### config.mk
export PLATFORM = sky130hd
export DESIGN_NAME = sols_ctrl
export DESIGN_NICKNAME = d
export VERILOG_FILES = /design/src/assert_macros.svh /design/src/sols_pkg.sv /design/src/sols_ctrl.sv
export SDC_FILE = /design/constraint.sdc
export NUM_CORES = 1
export LEC_CHECK = 0
export BUFFER_PORTS_ARGS = -buffer_cell sky130_fd_sc_hd__buf_2
export CAP_MARGIN = 5
export CORE_AREA = 10 10 47 49
export DETAILED_ROUTE_END_ITERATION = 6
export DIE_AREA = 0 0 57 59
export HOLD_SLACK_MARGIN = 0.05
export PLACE_DENSITY = 0.56
export RECOVER_POWER = 100
export SLEW_MARGIN = 20
export SYNTH_ARGS = -nofsm -noshare
export SYNTH_HDL_FRONTEND = slang
export SYNTH_SLANG_ARGS = --single-unit
### constraint.sdc
create_clock -name clk_i -period 2 [get_ports clk_i]
set_clock_uncertainty 0.1 [all_clocks]
set_input_delay 0.5 -clock clk_i [delete_from_list [all_inputs] [get_ports clk_i]]
set_output_delay 0.5 -clock clk_i [all_outputs]
set_load 0.02 [all_outputs]
### src/assert_macros.svh
// Assertion macros shared by the RTL of the list search block.
// Uses the enclosing module's clk_i and rst_ni; bodies are empty under SYNTHESIS.
`ifndef ASSERT_MACROS_SVH
`define ASSERT_MACROS_SVH

`ifndef SYNTHESIS
`define SOLS_ASSERT(label, prop) \
  label: assert property (@(posedge clk_i) disable iff (!rst_ni) (prop)) \
    else $error("assertion failed");
`define SOLS_NEVER(label, expr) \
  label: assert property (@(posedge clk_i) disable iff (!rst_ni) !(expr)) \
    else $error("forbidden condition seen");
`else
`define SOLS_ASSERT(label, prop)
`define SOLS_NEVER(label, expr)
`endif

`endif

### src/sols_pkg.sv
// Shared constants, codes and controller/datapath interface types for the
// self-organising list search block. No dependencies.
package sols_pkg;

  localparam int LIST_DEPTH = 256;
  localparam int ADDR_W     = $clog2(LIST_DEPTH);
  localparam int CNT_W      = $clog2(LIST_DEPTH + 1);
  localparam int KEY_W      = 32;
  localparam int POS_W      = 8;
  localparam int CFG_DATA_W = 9;
  localparam int CFG_IDX_W  = 1;
  localparam int MODE_W     = 2;
  localparam int LEN_W      = (CNT_W > CFG_DATA_W) ? CNT_W : CFG_DATA_W;

  localparam logic [CFG_DATA_W-1:0] LEN_RST = CFG_DATA_W'(256);

  // register indexes
  localparam logic [CFG_IDX_W-1:0] REG_ACTIVE_LENGTH = 1'b0;
  localparam logic [CFG_IDX_W-1:0] REG_REORDER_MODE  = 1'b1;

  // reorder modes (code 3 behaves as none)
  localparam logic [MODE_W-1:0] MODE_NONE  = 2'd0;
  localparam logic [MODE_W-1:0] MODE_FRONT = 2'd1;
  localparam logic [MODE_W-1:0] MODE_SWAP  = 2'd2;

  // word commands
  localparam logic CMD_WRITE  = 1'b0;
  localparam logic CMD_SEARCH = 1'b1;

  typedef struct packed {
    logic accept;   // input word taken this cycle
    logic start;    // search word taken, reset scan
    logic scan;
    logic load_out;
    logic shift;
    logic flush;
    logic front;
    logic swap_hi;
    logic swap_lo;
  } sols_cmd_t;

  typedef struct packed {
    logic done;       // scan finished, hit or miss
    logic found;
    logic h_zero;     // hit at position 0
    logic src_zero;   // last shift read issued
    logic mode_front;
    logic mode_swap;
    logic out_free;
  } sols_sts_t;

endpackage

### src/sols_ctrl.sv
// Sequencer for the list search: scan, result hand-off and reordering steps.
// Depends on sols_pkg for the command and status types.
module sols_ctrl (
  input  logic                clk_i,
  input  logic                rst_ni,
  input  logic                in_valid_i,
  input  logic                in_search_i,
  output logic                in_stall_o,
  input  sols_pkg::sols_sts_t sts_i,
  output sols_pkg::sols_cmd_t cmd_o
);

  localparam logic [2:0] ST_IDLE    = 3'd0;
  localparam logic [2:0] ST_SCAN    = 3'd1;
  localparam logic [2:0] ST_RESULT  = 3'd2;
  localparam logic [2:0] ST_SHIFT   = 3'd3;
  localparam logic [2:0] ST_FLUSH   = 3'd4;
  localparam logic [2:0] ST_FRONT   = 3'd5;
  localparam logic [2:0] ST_SWAP_HI = 3'd6;
  localparam logic [2:0] ST_SWAP_LO = 3'd7;

  logic [2:0] state_q, state_d;

  always_ff @(posedge clk_i or negedge rst_ni) begin
    if (!rst_ni) begin
      state_q <= ST_IDLE;
    end else begin
      state_q <= state_d;
    end
  end

  assign in_stall_o = (state_q != ST_IDLE);

  always_comb begin
    state_d = state_q;
    cmd_o   = '0;
    unique case (state_q)
      ST_IDLE: begin
        cmd_o.accept = in_valid_i;
        if (in_valid_i && in_search_i) begin
          cmd_o.start = 1'b1;
          state_d     = ST_SCAN;
        end
      end
      ST_SCAN: begin
        cmd_o.scan = 1'b1;
        if (sts_i.done) begin
          state_d = ST_RESULT;
        end
      end
      ST_RESULT: begin
        if (sts_i.out_free) begin
          cmd_o.load_out = 1'b1;
          priority if (sts_i.found && !sts_i.h_zero && sts_i.mode_front) begin
            state_d = ST_SHIFT;
          end else if (sts_i.found && !sts_i.h_zero && sts_i.mode_swap) begin
            state_d = ST_SWAP_HI;
          end else begin
            state_d = ST_IDLE;
          end
        end
      end
      ST_SHIFT: begin
        cmd_o.shift = 1'b1;
        if (sts_i.src_zero) begin
          state_d = ST_FLUSH;
        end
      end
      ST_FLUSH: begin
        cmd_o.flush = 1'b1;
        state_d     = ST_FRONT;
      end
      ST_FRONT: begin
        cmd_o.front = 1'b1;
        state_d     = ST_IDLE;
      end
      ST_SWAP_HI: begin
        cmd_o.swap_hi = 1'b1;
        state_d       = ST_SWAP_LO;
      end
      ST_SWAP_LO: begin
        cmd_o.swap_lo = 1'b1;
        state_d       = ST_IDLE;
      end
      default: begin
        state_d = ST_IDLE;
      end
    endcase
  end

endmodule

==> results of run 1 <==
[cell usage in the layout, fill, tap and decap left out]
master         instances
nor2_1                 3
nor2_4                 1
a211oi_1               1
nand4bb_1              1
clkbuf_1               7
and3b_1                1
and3_1                 2
nor2b_1                1
dlygate4sd3_1          1
o2bb2ai_1              1
buf_4                  4
dfrtp_1                3
o22ai_1                2
inv_1                  3
and4b_1                1
and2_1                 1
clkbuf_2               4
a211o_1                1
or3_4                  1
a31oi_1                1
a2111o_1               1
o21ai_0                1
buf_2                  9
nand2b_1               1
clkbuf_4               3
and2_2                 1
a32o_1                 1
nor3b_1                3
[per-layer routing]
layer | global-route usage | vias up | routed length, um | share of wire
li1 | - | 179 | - | -
met1 | 0.0480 | 169 | 354 | 0.37
met2 | 0.0930 | 11 | 474 | 0.50
met3 | 0.0365 | 0 | 122 | 0.13
met4 | 0.0201 | 0 | 0 | 0
met5 | 0 | - | 0 | 0
[stage by stage]
step                hold slack, ps   util  worst slack, ps  cell area (sq um)
floorplan                      104      -             53.5                292
global placement               195  0.303              264                424
detailed placement             198  0.303              268                424
CTS                            434  0.329             24.0                460
global route                   451  0.325             6.66                455
finish                         432  0.325             49.3                455
[power breakdown]
part | switching [mW] | internal (mW) | total [mW]
combinational | 0.249 | 0.176 | 0.426
clock | 0.0290 | 0.0746 | 0.104
sequential | 0.0124 | 0.0867 | 0.0991
total | 0.291 | 0.338 | 0.628
[final cells by class]
cell class              count  area share
well taps                  16      0.0440
repair buffers             24       0.280
flip-flops and latches      3       0.165
clock buffers               4      0.0577
inverters                   3      0.0247
multi-input cells          26       0.429
[cells by family (layout without fill, tap and decap cells)]
group | count (synthesis) | in the layout | synth area share
buf+inv | 5 | 31 | 0.0746
simple gates | 17 | 17 | 0.417
flops | 3 | 3 | 0.263
compound gates | 9 | 9 | 0.246
[repair_timing]
item,CTS,global route
hold endpoints to repair,3,0
endpoints found under the setup margin,0,1
gates resized for setup,0,1
hold buffers,1,0
[critical path: cells and delay by family, from the launching register on]
family | cells | cell delay [ps]
buf+inv | 1 | 130
flops | 1 | 370
simple gates | 3 | 620
[worst paths after layout]
| kind | from | endpoint | slack (ps) |
|---|---|---|---|
| worst min register to register | state_q[0]$_DFFE_PN0P_ | state_q[2]$_DFFE_PN0P_ | 530 |
| worst max-delay path | state_q[0]$_DFFE_PN0P_ | cmd_o[7] | 50 |
| worst min-delay path | sts_i[3] | state_q[2]$_DFFE_PN0P_ | 430 |
| worst max register to register | state_q[1]$_DFFE_PN0P_ | state_q[1]$_DFFE_PN0P_ | 430 |
| min in group asynchronous | rst_ni | state_q[1]$_DFFE_PN0P_ | 510 |
| max in group asynchronous | rst_ni | state_q[2]$_DFFE_PN0P_ | 1140 |
==> flow_metrics.env, run 1 <==
export IMPL_status="finished, final reports clean"
export IMPL_synth_area_sq_um=285
export IMPL_ys_flop_type="dfrtp_1"
export IMPL_routedWlPerCell_um=12.5
export IMPL_syn_to_final_growth_pct=59.6
export IMPL_numCtsBuffers=3
export IMPL_regArea_sq_um=75.1
export IMPL_synth_area_leaders="dfrtp_1 (26%), nor3b_1 (7.9%), and2_1 (4.4%), and3_1 (4.4%), o22ai_1 (4.4%)"
export IMPL_clk_latency_ps=230
export IMPL_synth_cell_types=22
export IMPL_drc=0
export IMPL_coreArea_sq_um=1400
export IMPL_dieHeight_um=59
export IMPL_drt_wl_total_um=952
export IMPL_hold_viol_final=0
export IMPL_final_setup_tns_ps=0
export IMPL_yosysSeqAreaShare=0.263
export IMPL_final_cell_count_no_fill=76
export IMPL_cts_sinks=3
export IMPL_worstMarginPinSlew_ps=266
export IMPL_grt_ovfl_total=0
export IMPL_setup_viol=0
export IMPL_fp_dieW_um=57
export IMPL_vias=359
export IMPL_clkTransAtPathRegs_ps=30
export IMPL_post_cts_buffers=0
export IMPL_largest_reg_flops=3
export IMPL_maxCapViolations=0
export IMPL_biggestRegsByFlops="state_q x3"
export IMPL_grt_max_degree=12
export IMPL_htree_levels=1
export IMPL_slew_headroom=0.823
export IMPL_cp_max_fo=2
export IMPL_rr_worst_depth=4
export IMPL_via_per_inst=4.72
export IMPL_nFillCells=168
export IMPL_report_final_slew_viol_count=0
export IMPL_period_needed_ps=1950
export IMPL_multi_input_area_sq_um=195
export IMPL_ioPinCount=21
export IMPL_grt_usage=0.0534
export IMPL_avgSynthCellArea_sq_um=8.39
export IMPL_drt_pass1_iter_count=4
export IMPL_worst_path_largest_cell_delay_ps=400
export IMPL_grt_pass1_wl_um=1470
export IMPL_syn_inst=34
export IMPL_largest_register="state_q"
export IMPL_clockRootBuffer="clkbuf_4"
export IMPL_rsz0062_at_grt="no"
export IMPL_fin_nets=72
export IMPL_hold_path_class="input port to flip-flop"
export IMPL_critPathRequiredTime_ps=1400
export IMPL_fmax_mhz=513
export IMPL_synth_seq_cells=3
export IMPL_power_uw=628
export IMPL_io_buffer_count=20
export IMPL_cts_tree="yes"
export IMPL_drtAntennaViolNets=0
export IMPL_die_area_sq_um=3360
export IMPL_startpoint_type="flip-flop"
export IMPL_clock_path_buffers=2
export IMPL_p_leak_nw=0.224
export IMPL_ys_warn_count=0
export IMPL_gp_congestion=0.701
export IMPL_cp_data_arrival_time_ps=1350
export IMPL_synth_top_cell_area_share=0.263
export IMPL_hpwl_um=787
export IMPL_synth_fp_nets=45
export IMPL_row_count=14
export IMPL_synth_edf_count=0
export IMPL_yosysTopAreaCell="dfrtp_1"
export IMPL_powerDensity_nw_per_um2=1380
export IMPL_diodes=0
export IMPL_dp_cells=71
export IMPL_drt_initial_drc_count=5
export IMPL_crit_type="flip-flop to output port"
export IMPL_async_flop_share=1.00
export IMPL_ir_worst_vdd_mv=0.311
export IMPL_post_route_period_util=0.975
export IMPL_crit_chain="or3_4 > nor2_4 > and2_2 > buf_4"
export IMPL_final_layout_size_suffix_gt1_frac=0.383
export IMPL_grt_pass1_vias=358
export IMPL_hold_depth=2
export IMPL_start_util=0.204
export IMPL_slowest_stage="or3_4"
export IMPL_worst_setup_path_end_kind="output port"
export IMPL_antenna_found_initial=0
export IMPL_synthTopCellsByCount="dfrtp_1 (3), inv_1 (3), nor2_1 (3), nor3b_1 (3)"
(Power assumes the default switching activity.)
==> run 2: changes to the inputs <==
--- a/config.mk
+++ b/config.mk
@@ -10,6 +10,7 @@
 export CORE_AREA = 10 10 47 49
 export DETAILED_ROUTE_END_ITERATION = 6
 export DIE_AREA = 0 0 57 59
+export GPL_TIMING_DRIVEN = 0
 export HOLD_SLACK_MARGIN = 0.05
 export PLACE_DENSITY = 0.56
 export RECOVER_POWER = 100
==> constraint.sdc (replaced) <==
create_clock -name clk_i -period 2 [get_ports clk_i]
set_clock_uncertainty 0.1 [all_clocks]
set_input_delay 0.5 -clock clk_i [delete_from_list [all_inputs] [get_ports clk_i]]
set_output_delay 0.5 -clock clk_i [all_outputs]
set_load 0.1 [all_outputs]
==> run 2 against run 1 <==
First-iteration DRC count is the same. Core utilization grew 10 points. Worst setup slack lost 130 ps. The run now ends with negative setup slack left. Sequential share of layout area shrank 3.5 points. Register-to-register slack lost 40 ps. Critical path depth is the same. Die area is the same. Maximum frequency shrank 6.5%. Global-route usage grew 1.0 points.
==> flow_metrics.env, run 2 (synthesized netlist as in run 1, its figures left out) <==
export IMPL_r2r_setup_slack_ps=390
export IMPL_fmax_mhz=480
export IMPL_clock_path_buffers=2
export IMPL_cts_tree="yes"
export IMPL_report_final_slew_viol_count=0
export IMPL_wl_met3_um=96
export IMPL_startpoint_type="flip-flop"
export IMPL_hold_viol_final=0
export IMPL_grt_pass1_wl_um=1730
export IMPL_failed_checks="negative setup slack"
export IMPL_dr_wl_met2_um=517
export IMPL_status="finished with violations"
export IMPL_biggestRegsByFlops="state_q x3"
export IMPL_syn_to_final_growth_pct=109
export IMPL_final_cell_mix="buf_2 (10), buf_4 (10), buf_6 (5), nor3b_2 (3), clkbuf_4 (3)"
export IMPL_hold_path_class="input port to flip-flop"
export IMPL_row_count=14
export IMPL_antenna_found_initial=0
export IMPL_clockRootBuffer="clkbuf_4"
export IMPL_cp_data_arrival_time_ps=1490
export IMPL_via_per_inst=4.64
export IMPL_gp_congestion=0.799
export IMPL_htree_levels=1
export IMPL_period_needed_ps=2090
export IMPL_vias=376
export IMPL_coreArea_sq_um=1400
export IMPL_io_buffer_count=20
export IMPL_ioPinCount=21
export IMPL_cp_max_fo=4
export IMPL_numCtsBuffers=3
export IMPL_drc=0
export IMPL_worst_setup_path_end_kind="output port"
export IMPL_final_cell_count_no_fill=81
export IMPL_die_area_sq_um=3360
export IMPL_critPathRequiredTime_ps=1400
export IMPL_drt_initial_drc_count=5
export IMPL_grt_ovfl_total=0
export IMPL_clk_latency_ps=230
export IMPL_start_util=0.204
export IMPL_routedWlPerCell_um=12.9
export IMPL_rsz0062_at_grt="yes"
export IMPL_largest_reg_flops=3
export IMPL_drt_pass1_iter_count=4
export IMPL_clkTransAtPathRegs_ps=40
export IMPL_maxCapViolations=0
export IMPL_fin_area_sq_um=597
export IMPL_dp_cells=70
export IMPL_hpwl_um=782
export IMPL_setup_viol=2
export IMPL_dieHeight_um=59
export IMPL_top_layer="met3"
export IMPL_worstMarginPinSlew_ps=490
export IMPL_drt_wl_total_um=1040
export IMPL_slew_headroom=0.676
export IMPL_grt_max_degree=11
export IMPL_post_route_period_util=1.04
export IMPL_setup_ws_ps=-85.2
export IMPL_grt_usage=0.0636
export IMPL_crit_type="flip-flop to output port"
export IMPL_largest_register="state_q"
export IMPL_diodes=0
export IMPL_drtAntennaViolNets=0
export IMPL_drt_met1_wl_um=429
export IMPL_fp_dieW_um=57
export IMPL_grt_pass1_vias=399
export IMPL_cts_sinks=3
export IMPL_fin_nets=77
export IMPL_final_layout_size_suffix_gt1_frac=0.646
export IMPL_place_area_sq_um=449
## run 2: repair_timing
action | 4_1_cts | 5_1_grt
buffers inserted | 5 | 3
pin swaps | 2 | 3
hold buffers | 1 | 0
endpoints found under the hold margin | 3 | 0
endpoints found under the setup margin | 8 | 9
gates resized for setup | 14 | 10
## run 2: area by class of cell
cell class / count / area, sq um
fill: 137 / 805
timing repair buffer: 29 / 235
multi-input combinational: 26 / 223
sequential: 3 / 77.6
clock buffer: 4 / 26.3
tap: 16 / 20.0
inverter: 3 / 15.0
## run 2: critical path, stage by stage, from the launching register on
cell	delay, ps
dfrtp_2	410
or3_4	400
nor2_4	110
and2_4	150
buf_12	160
## run 2: path summary, 6_finish.rpt
| check | from | endpoint | cells after the start |
|---|---|---|---|
| min | sts_i[3] | state_q[2]$_DFFE_PN0P_ | 2 |
| max reg2reg | state_q[1]$_DFFE_PN0P_ | state_q[1]$_DFFE_PN0P_ | 5 |
| max in group asynchronous | rst_ni | state_q[2]$_DFFE_PN0P_ | 2 |
| max | state_q[1]$_DFFE_PN0P_ | cmd_o[7] | 4 |
| min in group asynchronous | rst_ni | state_q[0]$_DFFE_PN0P_ | 2 |
| min reg2reg | state_q[0]$_DFFE_PN0P_ | state_q[2]$_DFFE_PN0P_ | 2 |
## run 2: metrics by stage
stage | setup WS [ps] | utilization | setup TNS [ps] | hold slack [ps]
5_1_grt | -151 | 0.426 | -282 | 441
3_3_place_gp | -180 | 0.321 | -250 | 195
4_1_cts | -138 | 0.404 | -297 | 413
6_report | -85.2 | 0.426 | -133 | 412
2_1_floorplan | -669 | - | -2620 | 104
3_5_place_dp | -178 | 0.321 | -243 | 200
## run 2: metal layers
metal | vias up | track usage
met5 | - | 0
met4 | 0 | 0.0101
met3 | 0 | 0.0472
met2 | 14 | 0.102
met1 | 169 | 0.0667
li1 | 193 | -
Power of run 2 is left out: the tool's default activity adds up to more than one toggle a clock period on the data nets, which glitch-free logic cannot reach.
